--- src/design/ptd_pkg.sv ---
// Shared types, widths and codes for the priority timer dispatcher.
// No dependencies; every other design file refers to this package by scoped names.
package ptd_pkg;

    localparam int MAX_HANDLERS = 16;
    localparam int MAX_RESULTS  = 16;

    localparam int AW     = $clog2(MAX_HANDLERS);
    localparam int CW     = $clog2(MAX_HANDLERS + 1);
    localparam int RW     = $clog2(MAX_RESULTS + 1);
    localparam int CMD_W  = 2;
    localparam int PRIO_W = 8;
    localparam int ID_W   = 4;
    localparam int TIME_W = 48;
    localparam int SUM_W  = TIME_W + 1;
    localparam int WAIT_W = 37;

    localparam longint unsigned ONE_DAY_US = 64'd24 * 64'd60 * 64'd60 * 64'd1000000;

    typedef enum logic [CMD_W-1:0] {
        CMD_ADD      = 2'd0,
        CMD_SET      = 2'd1,
        CMD_TIMEOUT  = 2'd2,
        CMD_DISPATCH = 2'd3
    } cmd_t;

    typedef enum logic [1:0] {
        ST_OK      = 2'd0,
        ST_FULL    = 2'd1,
        ST_UNKNOWN = 2'd2,
        ST_EMPTY   = 2'd3
    } status_t;

    typedef struct packed {
        logic [PRIO_W-1:0] prio;
        logic [TIME_W-1:0] act_time;
        logic [ID_W-1:0]   ident;
    } entry_t;

    typedef struct packed {
        logic         re;
        logic [AW-1:0] raddr;
        logic         we;
        logic [AW-1:0] waddr;
        entry_t       wdata;
    } ram_req_t;

    typedef struct packed {
        logic [CMD_W-1:0]  cmd;
        logic [PRIO_W-1:0] priority_req;
        logic [ID_W-1:0]   handler_ref;
        logic [TIME_W-1:0] activation_us;
        logic [TIME_W-1:0] now_us;
    } req_t;

    typedef struct packed {
        logic [ID_W-1:0]   id;
        logic [WAIT_W-1:0] wait_us;
        status_t           status;
        logic              last;
    } res_t;

endpackage

--- src/design/priority_timer_dispatcher_core.sv ---
// Top level of the priority timer dispatcher: handler table RAM, sequencer
// and output register. Depends on ptd_pkg, ptd_entry_ram, ptd_sequencer, ptd_out_stage.
//
// Request words (cmd, priority_req, handler_ref, activation_us, now_us) enter on
// req_valid/req_stall; result words (handler_id, wait_us, status, last) leave on
// rsp_valid/rsp_stall. Each request gives one result word, except dispatch with due
// handlers: one word per due handler in priority order, last set on the final one.
// One request is worked on at a time: req_stall is high from acceptance until the
// final result word has entered the output register, which may still hold a word
// while the next request is taken. The handler table sits in a RAM with one read
// and one write port; scans read one entry per cycle; dispatch waits for output space.
// For n stored handlers, add walks back from the tail, moving lower-priority entries
// down (at most n compared), then writes the new entry; set scans to the matching
// handler; timeout scans every entry; dispatch scans to the end or the result cap.
// Add on a full table and set, timeout or dispatch on an empty one go straight to the
// result word. req_stall falls as the final word enters the output register and
// rsp_valid rises, so the next request can be taken in the cycle after. When the
// receiver stalls, the output register holds its word and the sequencer waits before
// each further word. Reset empties the table at once (the handler count goes to zero);
// no clearing pass is needed, since only entries below the count are ever read.
module priority_timer_dispatcher_core (
    input  logic        clk,
    input  logic        rst_n,
    input  logic        req_valid,
    output logic        req_stall,
    input  logic [1:0]  cmd,
    input  logic [7:0]  priority_req,
    input  logic [3:0]  handler_ref,
    input  logic [47:0] activation_us,
    input  logic [47:0] now_us,
    output logic        rsp_valid,
    input  logic        rsp_stall,
    output logic [3:0]  handler_id,
    output logic [36:0] wait_us,
    output logic [1:0]  status,
    output logic        last
);

    ptd_pkg::req_t     req;
    ptd_pkg::ram_req_t ram;
    ptd_pkg::entry_t   rdata;
    ptd_pkg::res_t     push_res;
    ptd_pkg::res_t     rsp_res;
    logic              push;
    logic              space;
    logic              busy;

    assign req = '{cmd: cmd, priority_req: priority_req, handler_ref: handler_ref,
                   activation_us: activation_us, now_us: now_us};

    assign req_stall = busy;

    ptd_entry_ram u_ram (
        .clk   (clk),
        .ram   (ram),
        .rdata (rdata)
    );

    ptd_sequencer u_seq (
        .clk       (clk),
        .rst_n     (rst_n),
        .req_valid (req_valid),
        .req       (req),
        .busy      (busy),
        .ram       (ram),
        .rdata     (rdata),
        .space     (space),
        .push      (push),
        .push_res  (push_res)
    );

    ptd_out_stage u_out (
        .clk       (clk),
        .rst_n     (rst_n),
        .push      (push),
        .push_res  (push_res),
        .rsp_stall (rsp_stall),
        .space     (space),
        .rsp_valid (rsp_valid),
        .rsp_res   (rsp_res)
    );

    assign handler_id = rsp_res.id;
    assign wait_us    = rsp_res.wait_us;
    assign status     = rsp_res.status;
    assign last       = rsp_res.last;

endmodule

--- src/design/ptd_entry_ram.sv ---
// Handler table storage: one write port and one registered read port.
// Depends on ptd_pkg for the entry type and address width.
module ptd_entry_ram (
    input  logic              clk,
    input  ptd_pkg::ram_req_t ram,
    output ptd_pkg::entry_t   rdata
);

    ptd_pkg::entry_t mem [ptd_pkg::MAX_HANDLERS];
    ptd_pkg::entry_t rdata_reg;

    always_ff @(posedge clk)
    begin
        if (ram.we)
        begin
            mem[ram.waddr] <= ram.wdata;
        end
        if (ram.re)
        begin
            rdata_reg <= mem[ram.raddr];
        end
    end

    assign rdata = rdata_reg;

endmodule

--- src/design/ptd_out_stage.sv ---
// Output register for result words; frees the sequencer from the receiver.
// Depends on ptd_pkg for the result type.
module ptd_out_stage (
    input  logic          clk,
    input  logic          rst_n,
    input  logic          push,
    input  ptd_pkg::res_t push_res,
    input  logic          rsp_stall,
    output logic          space,
    output logic          rsp_valid,
    output ptd_pkg::res_t rsp_res
);

    logic          valid_reg;
    logic          valid_next;
    ptd_pkg::res_t res_reg;

    // A new word may enter when the register is empty or is drained this cycle.
    assign space = !valid_reg || !rsp_stall;

    always_comb
    begin
        valid_next = valid_reg;
        if (push)
        begin
            valid_next = 1'b1;
        end
        else if (!rsp_stall)
        begin
            valid_next = 1'b0;
        end
    end

    always_ff @(posedge clk or negedge rst_n)
    begin
        if (!rst_n)
        begin
            valid_reg <= 1'b0;
        end
        else
        begin
            valid_reg <= valid_next;
        end
    end

    always_ff @(posedge clk)
    begin
        if (push)
        begin
            res_reg <= push_res;
        end
    end

    assign rsp_valid = valid_reg;
    assign rsp_res   = res_reg;

endmodule

--- src/design/ptd_sequencer.sv ---
// Command sequencer: walks the handler table through the RAM read port,
// shifts entries on insertion and produces result words. Depends on ptd_pkg.
module ptd_sequencer (
    input  logic              clk,
    input  logic              rst_n,
    input  logic              req_valid,
    input  ptd_pkg::req_t     req,
    output logic              busy,
    output ptd_pkg::ram_req_t ram,
    input  ptd_pkg::entry_t   rdata,
    input  logic              space,
    output logic              push,
    output ptd_pkg::res_t     push_res
);

    typedef enum logic [8:0] {
        S_IDLE      = 9'b000000001,
        S_ADD_SHIFT = 9'b000000010,
        S_ADD_PLACE = 9'b000000100,
        S_SET_SCAN  = 9'b000001000,
        S_TO_SCAN   = 9'b000010000,
        S_TO_FIN    = 9'b000100000,
        S_DISP_SCAN = 9'b001000000,
        S_EMIT      = 9'b010000000,
        S_SPARE     = 9'b100000000
    } state_t;

    state_t                          state_reg, state_next;
    logic [ptd_pkg::CW-1:0]          count_reg, count_next;
    logic [ptd_pkg::AW-1:0]          ptr_reg, ptr_next;
    logic [ptd_pkg::AW-1:0]          place_reg, place_next;
    logic [ptd_pkg::SUM_W-1:0]       min_time_reg, min_time_next;
    logic                            pend_valid_reg, pend_valid_next;
    logic [ptd_pkg::ID_W-1:0]        pend_id_reg, pend_id_next;
    logic [ptd_pkg::RW-1:0]          due_cnt_reg, due_cnt_next;
    ptd_pkg::res_t                   res_reg, res_next;

    logic [ptd_pkg::PRIO_W-1:0]      prio_reg;
    logic [ptd_pkg::ID_W-1:0]        ref_reg;
    logic [ptd_pkg::TIME_W-1:0]      act_reg;
    logic [ptd_pkg::TIME_W-1:0]      now_reg;

    logic                            accept;
    logic                            at_end;
    logic                            due;
    logic                            cap_hit;
    logic [ptd_pkg::SUM_W-1:0]       cand;
    logic [ptd_pkg::SUM_W:0]         diff;
    logic [ptd_pkg::ID_W-1:0]        final_id;
    logic                            final_valid;

    assign busy   = (state_reg != S_IDLE);
    assign accept = req_valid && !busy;

    // The word in rdata belongs to table position ptr_reg.
    assign at_end  = ((ptd_pkg::CW'(ptr_reg) + ptd_pkg::CW'(1)) == count_reg);
    assign due     = ({1'b0, rdata.act_time} < {1'b0, now_reg});
    assign cap_hit = due && ((due_cnt_reg + ptd_pkg::RW'(1)) == ptd_pkg::RW'(ptd_pkg::MAX_RESULTS));
    assign cand    = ({1'b0, rdata.act_time} < min_time_reg) ? {1'b0, rdata.act_time}
                                                              : min_time_reg;
    assign diff    = {1'b0, min_time_reg} - {2'b00, now_reg};
    assign final_id    = due ? rdata.ident : pend_id_reg;
    assign final_valid = due || pend_valid_reg;

    always_comb
    begin
        state_next      = state_reg;
        count_next      = count_reg;
        ptr_next        = ptr_reg;
        place_next      = place_reg;
        min_time_next   = min_time_reg;
        pend_valid_next = pend_valid_reg;
        pend_id_next    = pend_id_reg;
        due_cnt_next    = due_cnt_reg;
        res_next        = res_reg;
        ram             = '0;
        push            = 1'b0;
        push_res        = res_reg;

        case (state_reg)
            S_IDLE:
            begin
                if (accept)
                begin
                    case (ptd_pkg::cmd_t'(req.cmd))
                        ptd_pkg::CMD_ADD:
                        begin
                            if (count_reg == ptd_pkg::CW'(ptd_pkg::MAX_HANDLERS))
                            begin
                                res_next   = '{id: '0, wait_us: '0,
                                               status: ptd_pkg::ST_FULL, last: 1'b1};
                                state_next = S_EMIT;
                            end
                            else if (count_reg == '0)
                            begin
                                place_next = '0;
                                state_next = S_ADD_PLACE;
                            end
                            else
                            begin
                                // Walk backward from the tail, moving lower priorities down.
                                ram.re     = 1'b1;
                                ram.raddr  = ptd_pkg::AW'(count_reg - ptd_pkg::CW'(1));
                                ptr_next   = ptd_pkg::AW'(count_reg - ptd_pkg::CW'(1));
                                state_next = S_ADD_SHIFT;
                            end
                        end
                        ptd_pkg::CMD_SET:
                        begin
                            if (count_reg == '0)
                            begin
                                res_next   = '{id: req.handler_ref, wait_us: '0,
                                               status: ptd_pkg::ST_UNKNOWN, last: 1'b1};
                                state_next = S_EMIT;
                            end
                            else
                            begin
                                ram.re     = 1'b1;
                                ram.raddr  = '0;
                                ptr_next   = '0;
                                state_next = S_SET_SCAN;
                            end
                        end
                        ptd_pkg::CMD_TIMEOUT:
                        begin
                            if (count_reg == '0)
                            begin
                                res_next   = '{id: '0, wait_us: '0,
                                               status: ptd_pkg::ST_EMPTY, last: 1'b1};
                                state_next = S_EMIT;
                            end
                            else
                            begin
                                ram.re        = 1'b1;
                                ram.raddr     = '0;
                                ptr_next      = '0;
                                min_time_next = {1'b0, req.now_us}
                                                + ptd_pkg::SUM_W'(ptd_pkg::ONE_DAY_US);
                                state_next    = S_TO_SCAN;
                            end
                        end
                        ptd_pkg::CMD_DISPATCH:
                        begin
                            if (count_reg == '0)
                            begin
                                res_next   = '{id: '0, wait_us: '0,
                                               status: ptd_pkg::ST_EMPTY, last: 1'b1};
                                state_next = S_EMIT;
                            end
                            else
                            begin
                                ram.re          = 1'b1;
                                ram.raddr       = '0;
                                ptr_next        = '0;
                                pend_valid_next = 1'b0;
                                due_cnt_next    = '0;
                                state_next      = S_DISP_SCAN;
                            end
                        end
                        default:
                        begin
                            state_next = S_IDLE;
                        end
                    endcase
                end
            end

            S_ADD_SHIFT:
            begin
                if (rdata.prio < prio_reg)
                begin
                    ram.we    = 1'b1;
                    ram.waddr = ptr_reg + ptd_pkg::AW'(1);
                    ram.wdata = rdata;
                    if (ptr_reg == '0)
                    begin
                        place_next = '0;
                        state_next = S_ADD_PLACE;
                    end
                    else
                    begin
                        ram.re    = 1'b1;
                        ram.raddr = ptr_reg - ptd_pkg::AW'(1);
                        ptr_next  = ptr_reg - ptd_pkg::AW'(1);
                    end
                end
                else
                begin
                    place_next = ptr_reg + ptd_pkg::AW'(1);
                    state_next = S_ADD_PLACE;
                end
            end

            S_ADD_PLACE:
            begin
                ram.we     = 1'b1;
                ram.waddr  = place_reg;
                ram.wdata  = '{prio: prio_reg, act_time: now_reg,
                               ident: ptd_pkg::ID_W'(count_reg)};
                count_next = count_reg + ptd_pkg::CW'(1);
                res_next   = '{id: ptd_pkg::ID_W'(count_reg), wait_us: '0,
                               status: ptd_pkg::ST_OK, last: 1'b1};
                state_next = S_EMIT;
            end

            S_SET_SCAN:
            begin
                if (rdata.ident == ref_reg)
                begin
                    ram.we     = 1'b1;
                    ram.waddr  = ptr_reg;
                    ram.wdata  = '{prio: rdata.prio, act_time: act_reg, ident: rdata.ident};
                    res_next   = '{id: ref_reg, wait_us: '0,
                                   status: ptd_pkg::ST_OK, last: 1'b1};
                    state_next = S_EMIT;
                end
                else if (at_end)
                begin
                    res_next   = '{id: ref_reg, wait_us: '0,
                                   status: ptd_pkg::ST_UNKNOWN, last: 1'b1};
                    state_next = S_EMIT;
                end
                else
                begin
                    ram.re    = 1'b1;
                    ram.raddr = ptr_reg + ptd_pkg::AW'(1);
                    ptr_next  = ptr_reg + ptd_pkg::AW'(1);
                end
            end

            S_TO_SCAN:
            begin
                min_time_next = cand;
                if (at_end)
                begin
                    state_next = S_TO_FIN;
                end
                else
                begin
                    ram.re    = 1'b1;
                    ram.raddr = ptr_reg + ptd_pkg::AW'(1);
                    ptr_next  = ptr_reg + ptd_pkg::AW'(1);
                end
            end

            S_TO_FIN:
            begin
                // A negative difference means the earliest activation is already past.
                res_next   = '{id: '0,
                               wait_us: diff[ptd_pkg::SUM_W] ? '0 : ptd_pkg::WAIT_W'(diff),
                               status: ptd_pkg::ST_OK, last: 1'b1};
                state_next = S_EMIT;
            end

            S_DISP_SCAN:
            begin
                // One due id is held back until we know whether it is the final one.
                if (!(due && pend_valid_reg && !space))
                begin
                    if (due)
                    begin
                        if (pend_valid_reg)
                        begin
                            push     = 1'b1;
                            push_res = '{id: pend_id_reg, wait_us: '0,
                                         status: ptd_pkg::ST_OK, last: 1'b0};
                        end
                        pend_valid_next = 1'b1;
                        pend_id_next    = rdata.ident;
                        due_cnt_next    = due_cnt_reg + ptd_pkg::RW'(1);
                    end
                    if (at_end || cap_hit)
                    begin
                        if (final_valid)
                        begin
                            res_next = '{id: final_id, wait_us: '0,
                                         status: ptd_pkg::ST_OK, last: 1'b1};
                        end
                        else
                        begin
                            res_next = '{id: '0, wait_us: '0,
                                         status: ptd_pkg::ST_EMPTY, last: 1'b1};
                        end
                        state_next = S_EMIT;
                    end
                    else
                    begin
                        ram.re    = 1'b1;
                        ram.raddr = ptr_reg + ptd_pkg::AW'(1);
                        ptr_next  = ptr_reg + ptd_pkg::AW'(1);
                    end
                end
            end

            S_EMIT:
            begin
                if (space)
                begin
                    push       = 1'b1;
                    push_res   = res_reg;
                    state_next = S_IDLE;
                end
            end

            default:
            begin
                state_next = S_IDLE;
            end
        endcase
    end

    always_ff @(posedge clk or negedge rst_n)
    begin
        if (!rst_n)
        begin
            state_reg      <= S_IDLE;
            count_reg      <= '0;
            pend_valid_reg <= 1'b0;
            due_cnt_reg    <= '0;
        end
        else
        begin
            state_reg      <= state_next;
            count_reg      <= count_next;
            pend_valid_reg <= pend_valid_next;
            due_cnt_reg    <= due_cnt_next;
        end
    end

    always_ff @(posedge clk)
    begin
        ptr_reg      <= ptr_next;
        place_reg    <= place_next;
        min_time_reg <= min_time_next;
        pend_id_reg  <= pend_id_next;
        res_reg      <= res_next;
        if (accept)
        begin
            prio_reg <= req.priority_req;
            ref_reg  <= req.handler_ref;
            act_reg  <= req.activation_us;
            now_reg  <= req.now_us;
        end
    end

endmodule

--- config.mk ---
export PLATFORM = sky130hd
export DESIGN_NAME = priority_timer_dispatcher_core
export DESIGN_NICKNAME = d
export VERILOG_FILES = /design/src/design/ptd_pkg.sv /design/src/design/priority_timer_dispatcher_core.sv /design/src/design/ptd_entry_ram.sv /design/src/design/ptd_out_stage.sv /design/src/design/ptd_sequencer.sv
export SDC_FILE = /design/constraint.sdc
export NUM_CORES = 2
export LEC_CHECK = 0
export BUFFER_PORTS_ARGS = -buffer_cell sky130_fd_sc_hd__buf_2
export CAP_MARGIN = 20
export CORE_MARGIN = 5
export CORE_UTILIZATION = 30
export DETAILED_ROUTE_END_ITERATION = 8
export MAX_ROUTING_LAYER = met4
export PLACE_DENSITY_LB_ADDON = 0.2
export SYNTH_ARGS = -nofsm -noshare
export SYNTH_HDL_FRONTEND = slang
export SYNTH_SLANG_ARGS = --single-unit
export TNS_END_PERCENT = 5
--- constraint.sdc ---
create_clock -name clk -period 16.7 [get_ports clk]
set_clock_uncertainty 0.1 [all_clocks]
set_input_delay 5.01 -clock clk [delete_from_list [all_inputs] [get_ports clk]]
set_output_delay 5.01 -clock clk [all_outputs]
set_load 0.01 [all_outputs]
# [Word level (Yosys, flattened, before mapping)]
# Memories as Yosys holds them, arrays and structs flattened. A register that Yosys moved wholly into a read port is not among the register bits.
# Cells that the tools add are included.
[totals] reg_bits=278 ramBits=960 in_bits=114 wordCells=197 n_memories=1
[op_classes] n_addsub=8 order_cmp=3 eq_ne=42 mux=92 bitwise=1 reduce_logical=29
[memory_table] name="u_ram.mem" words=16 word_bits=60 read_ports=1 rd_clocked_by_memory_dff=1 wr=1 line_no="ptd_entry_ram.sv:9" rtl="ptd_pkg::entry_t mem [ptd_pkg::MAX_HANDLERS];"
[op_table] cell="44-bit 2-to-1 mux" count=13
[op_table] cell="44-bit one-hot mux with 5 select lines" count=1
[op_table] cell="49-bit 2-to-1 mux" count=4
[op_table] cell="65-bit one-hot mux with 3 select lines" count=1
[op_table] cell="44-bit one-hot mux with 3 select lines" count=1
[op_table] cell="49-bit one-hot mux with 2 select lines" count=1
[op_table] cell="9-bit 2-to-1 mux" count=10
[op_table] cell="5-bit 2-to-1 mux" count=14
[op_table] cell="70-bit 2-to-1 mux" count=1
[op_table] cell="4-bit 2-to-1 mux" count=17
[op_table] cell="65-bit 2-to-1 mux" count=1
[op_table] cell="9-bit one-hot mux with 7 select lines" count=1
[op_table] cell="49-bit by 48-bit subtractor with 50-bit output" count=1
[op_table] cell="48-bit by 37-bit adder with 49-bit output (second input constant)" count=1
[op_table] cell="48-bit by 49-bit less-than comparator with 1-bit output" count=1
[op_table] cell="48-bit less-than comparator" count=1
[op_table] cell="37-bit 2-to-1 mux" count=1
[op_table] cell="9-bit one-hot mux with 4 select lines" count=1
[op_table] cell="5-bit one-hot mux with 5 select lines" count=1
[op_table] cell="8-bit 2-to-1 mux" count=3
[op_table] cell="4-bit one-hot mux with 5 select lines" count=1
[op_table] cell="5-bit one-hot mux with 2 select lines" count=2
[op_table] cell="2-bit by 1-bit inequality test with 1-bit output (second input constant)" count=9
[op_table] cell="2-bit inequality test (second input constant)" count=9
[op_table] cell="other kinds (43)" count=79

# [Logic depth before layout (Yosys ltp)]
[depth] depth_word=7 mapped_depth=17

# [By module]
# Synthesis repeated with hierarchy kept, for this count alone.
[unflattened] hier_cells=3161 area_unflattened_um2=54398.4
[modules_own_cells] module="ptd_entry_ram" n_inst=1 cells_per_inst=1548 area_per_inst_um2=37707.4
[modules_own_cells] module="ptd_sequencer" n_inst=1 cells_per_inst=1566 area_per_inst_um2=15333.5
[modules_own_cells] module="ptd_out_stage" n_inst=1 cells_per_inst=47 area_per_inst_um2=1357.6

# [Least setup slack after synthesis]
# No wires, ideal clock.
[synth_timing] path_kind="input -> register" start="input req_valid" end="register, netlist name u_ram.rdata[10]" setup_ns=0.272 t_arrival_ns=8.783 required_time_ns=16.328 path_slack_ns=7.545 stages=11 cell_sequence="inv_1 -> nor2_4 -> nand3_1 -> nor2_1 -> a211oi_2 -> buf_6 -> buf_4 -> clkbuf_1 -> mux2i_1 -> nor2_1 -> or4b_1"
[synth_between] elab_chain_cells=3
[synth_rtl] item="start: declaration" line_no="priority_timer_dispatcher_core.sv:24" rtl="input logic req_valid,"
[synth_rtl] item="1-bit logical AND" line_no="ptd_sequencer.sv:53" rtl="assign accept = req_valid && !busy;"
[synth_rtl] item="named net u_seq.accept" line_no="ptd_sequencer.sv:43" rtl="logic accept;"
[synth_rtl] item="5-bit 2-to-1 mux" line_no="ptd_sequencer.sv:83" rtl="if (accept)"
[synth_rtl] item="5-bit one-hot mux with 5 select lines" line_no="ptd_sequencer.sv:80" rtl="case (state_reg)"
# The timed path passes the listed nets, and every way through them passes these cells.
# A chain may end at the register's enable or synchronous reset.

# [Worst setup path in the final report]
[layout_timing] start="input rsp_stall" end="register, netlist name u_ram.rdata[13]"
[layout_between] elab_chain_cells=6
[layout_rtl] item="start: declaration" line_no="priority_timer_dispatcher_core.sv:32" rtl="input logic rsp_stall,"
[layout_rtl] item="1-bit logical NOT" line_no="ptd_out_stage.sv:19" rtl="assign space = !valid_reg || !rsp_stall;"
[layout_rtl] item="1-bit logical OR" line_no="ptd_out_stage.sv:19"
[layout_rtl] item="1-bit logical NOT" line_no="ptd_sequencer.sv:258" rtl="if (!(due && pend_valid_reg && !space))"
[layout_rtl] item="1-bit logical AND" line_no="ptd_sequencer.sv:258"
[layout_rtl] item="5-bit 2-to-1 mux" line_no="ptd_sequencer.sv:258"
[layout_rtl] item="5-bit one-hot mux with 5 select lines" line_no="ptd_sequencer.sv:80"
# Every way passes these cells.

==> qor.yml <==
worst_setup_path:
  max_stage_delay_ns: 0.76
  cp.arrival_ns: 9.06
  slowest_stage: "buf_12"
  worstSetupStartpointType: "input pin"
  crit_path_end_kind: "flop"
  crit_family: "buffers and inverters"
  crit_type: "input pin to flop"
  critical_path_required_ns: 17.12
  cp.buffers_inverters: 3
  cp_max_fo: 131
  path_cells: "buf_2 -> nand3_1 -> a21oi_1 -> a211oi_4 -> a211oi_4 -> buf_12 -> buf_12 -> mux2_1 -> a222oi_1 -> or4b_1"
finish:
  finalNetCount: 4056
  finalInstanceArea_um2: 63730
  fin_cells: 6361
  drive_gt1_share_pct: 14.35
  utilization_pct: 34.77
  syn_to_final_growth_pct: 15.12
  largest_register_ff_count: 960
drt:
  ant_nets: 0
  drc: 0
  wl_per_cell_um: 25.93
  dr.first_iter.drc_count: 2829
  num_vias: 31740
  routed_wl_mm: 164.9
  dr.pass1.iters: 6
  post_drt_via_cell_ratio: 4.990
cts:
  numCtsBuffers: 142
  h-tree-depth: 4
  tritoncts: "built"
  clkSinkCount: 1296
  hold_buffers: 0
  cts_resized: 0
  cts_setup_buffers: 0
  clockBufferDepth: 3
  cts-root-buf: "clkbuf_16"
  clk_latency_ns: 0.79
  cts.clk_slew.worst_paths_ns: 0.06
place:
  io_buffers: 159
  dp.cells: 6103
  placed_area_um2: 59230
  gp_congestion: 0.8211
  pre_cts_ws_ns: 7.345
  dp_hpwl_mm: 94.75
synth:
  synth_top_area_share_pct: 69.21
  ys_seq_elements: 1296
  synthCells: 3583
  synth_area_um2: 55360
  synth_nets: 3856
  async_reset_ff_share_pct: 1.543
  yosysTopAreaCell: "edfxtp_1"
  seq_area_frac_synth_pct: 70.11
  dominantRegCellSynth: "edfxtp_1"
  synth-edff-count: 1276
  synth_area_leaders: "edfxtp_1 (69%), mux2i_1 (5.5%), ha_1 (3.6%)"
  syn_area_per_cell_um2: 15.45
  synth_warnings: 0
  ys_types: 85
die:
  ios: 160
  dieArea_um2: 193200
  core_area_um2: 183300
  placementRows: 157
  die_y_um: 439.6
  start_util_pct: 30.21
  die_w_um: 439.6
sta:
  finalCriticalPeriod_ns: 8.639
  fin_ws_ns: 8.061
  worst_pin_slew_ns: 1.066
  slew_headroom_pct: 28.96
  final-setup-viol-count: 0
  max_freq_mhz: 115.8
  finalSetupTns_ns: 0
  rsz0062_at_grt: "false"
  final-hold-violation-count: 0
  drv_slew: 0
  timing.final.crit_share_pct: 51.73
pwr:
  netSwitchingPower_uw: 2577
  pwr-share-clk_pct: 34.6
  p_comb_share_pct: 18.6
  netSwitchingFraction_pct: 29.10
  share_seq_of_total_power_pct: 46.8
  ir_drop_v: 0.0001292
  p_int_uw: 6280
  p_leak_uw: 0.02528
  powerDensity_nw_per_um2: 139.0
global_route:
  grt_max_degree: 132
  grt.total_usage_pct: 17.12
  grt_pass1_wl_mm: 231.8
  grt_pass1_vias: 31130
  grt_remaining_overflow: 0
  antenna_found_initial: 22
worst_hold_path:
  min_path_type: "flop to flop"
run_status:
  status: "completed"
run:
  drv_cap: 0
cell type report:
class / count / area [µm²]
diodes: 9 / 22.52
clock buffers: 179 / 3756
clock inverters: 70 / 726.9
fillers: 17610 / 119500
inverters: 141 / 529.3
multi-input cells: 1984 / 15480
flip-flops and latches: 1296 / 38820
well taps: 2464 / 3083
repair buffers: 218 / 1314
kinds of logic (layout without fill, tap and decap cells):
group           Yosys count  in the layout  share of synthesized area (%)
flops                  1296           1296                          70.11
simple gates            708            708                          6.538
compound gates          548            548                          6.875
mux                     486            486                          9.200
buf+inv                 303            608                          2.353
fa+ha+maj               159            159                          3.607
xor+xnor                 83             83                          1.313
other cells               0              9                              0
placed cells by master, fill, tap and decap left out, types with 60 or more instances in the layout:
cell type	n
a21oi_1	97
buf_2	159
inv_1	140
edfxtp_1	1276
a222oi_1	71
mux2i_1	303
clkbuf_16	145
mux2_2	99
nor2_1	168
mux2_1	84
ha_1	158
nor2b_1	60
o21ai_0	77
nand2_1	228
o22ai_1	121
worst register-to-register path, cell delays in order, from the launching register on:
cell	delay (ns)
edfxtp_1	0.54
ha_1	0.37
a21oi_1	0.13
o21ai_0	0.13
a221oi_1	0.73
o211ai_1	0.57
a21oi_1	0.45
a211oi_4	0.14
a211oi_4	0.30
buf_12	0.64
buf_12	1.00
mux2_1	0.48
a222oi_1	0.37
or4b_1	0.47
Yosys cell counts, drive strengths merged (5+ instances only):
master  instances
and4            7
edfxtp       1276
a211oi         10
o211ai          7
inv           141
o22ai         122
mux2          183
or4b           59
a22oi          39
or2            12
a31oi           8
a222oi         71
xnor2          49
ha            158
xor2           34
a21boi          5
or3             9
nor2b          61
nand4          27
dfrtp          19
o21ai          79
nand2         230
nand3          23
buf            70
a21oi          98
o21a           11
a22o           18
nand2b         27
a21o           33
nor2          188
and3            7
and2            8
mux2i         303
o31ai           7
nor3           27
clkbuf         92
layer usage:
metal / GRT usage, % / wire length, µm / vias to the layer above / part of all wire (%)
met2: 27.71 / 79890 / 860 / 48
met3: 2.335 / 7676 / 217 / 4.7
met4: 4.658 / 3701 / 0 / 2.2
li1: - / - / 14320 / -
met1: 22.73 / 73670 / 16340 / 45
met5: - / 0 / - / 0
final timing paths:
path / slack [ns] / startpoint / depth (start not counted) / to
worst max-delay path: 8.06 / rsp_stall / 10 / u_ram.rdata[13]$_DFFE_PP_
worst min-delay path: 0.42 / u_seq.res_reg[15]$_DFFE_PP_ / 1 / u_out.rsp_res[15]$_DFFE_PP_
worst max register to register: 10.02 / u_ram.rdata[29]$_DFFE_PP_ / 13 / u_ram.rdata[13]$_DFFE_PP_
worst min register to register: 0.42 / u_seq.res_reg[15]$_DFFE_PP_ / 1 / u_out.rsp_res[15]$_DFFE_PP_
max in group asynchronous: 12.03 / rst_n / 1 / u_seq.state_reg[0]$_DFFE_PN1P_
min in group asynchronous: 4.10 / rst_n / 1 / u_seq.count_reg[3]$_DFFE_PN0N_
power by group through the flow:
stage	logic (µW)	clock network [µW]	registers (µW)
floorplan	1110	0	4090
global placement	1650	0	4210
detailed placement	1660	0	4210
CTS	1670	3140	4140
global route	1810	3270	4160
finish	1650	3060	4140
per-stage QoR:
step	total power [µW]	hold WS (ns)
6_report	8857	0.4204
5_1_grt	9248	0.4435
4_1_cts	8955	0.4241
3_5_place_dp	5868	0.4178
3_3_place_gp	5859	0.4112
2_1_floorplan	5202	0.3953
Note: power is estimated with default switching activity, not from simulation.
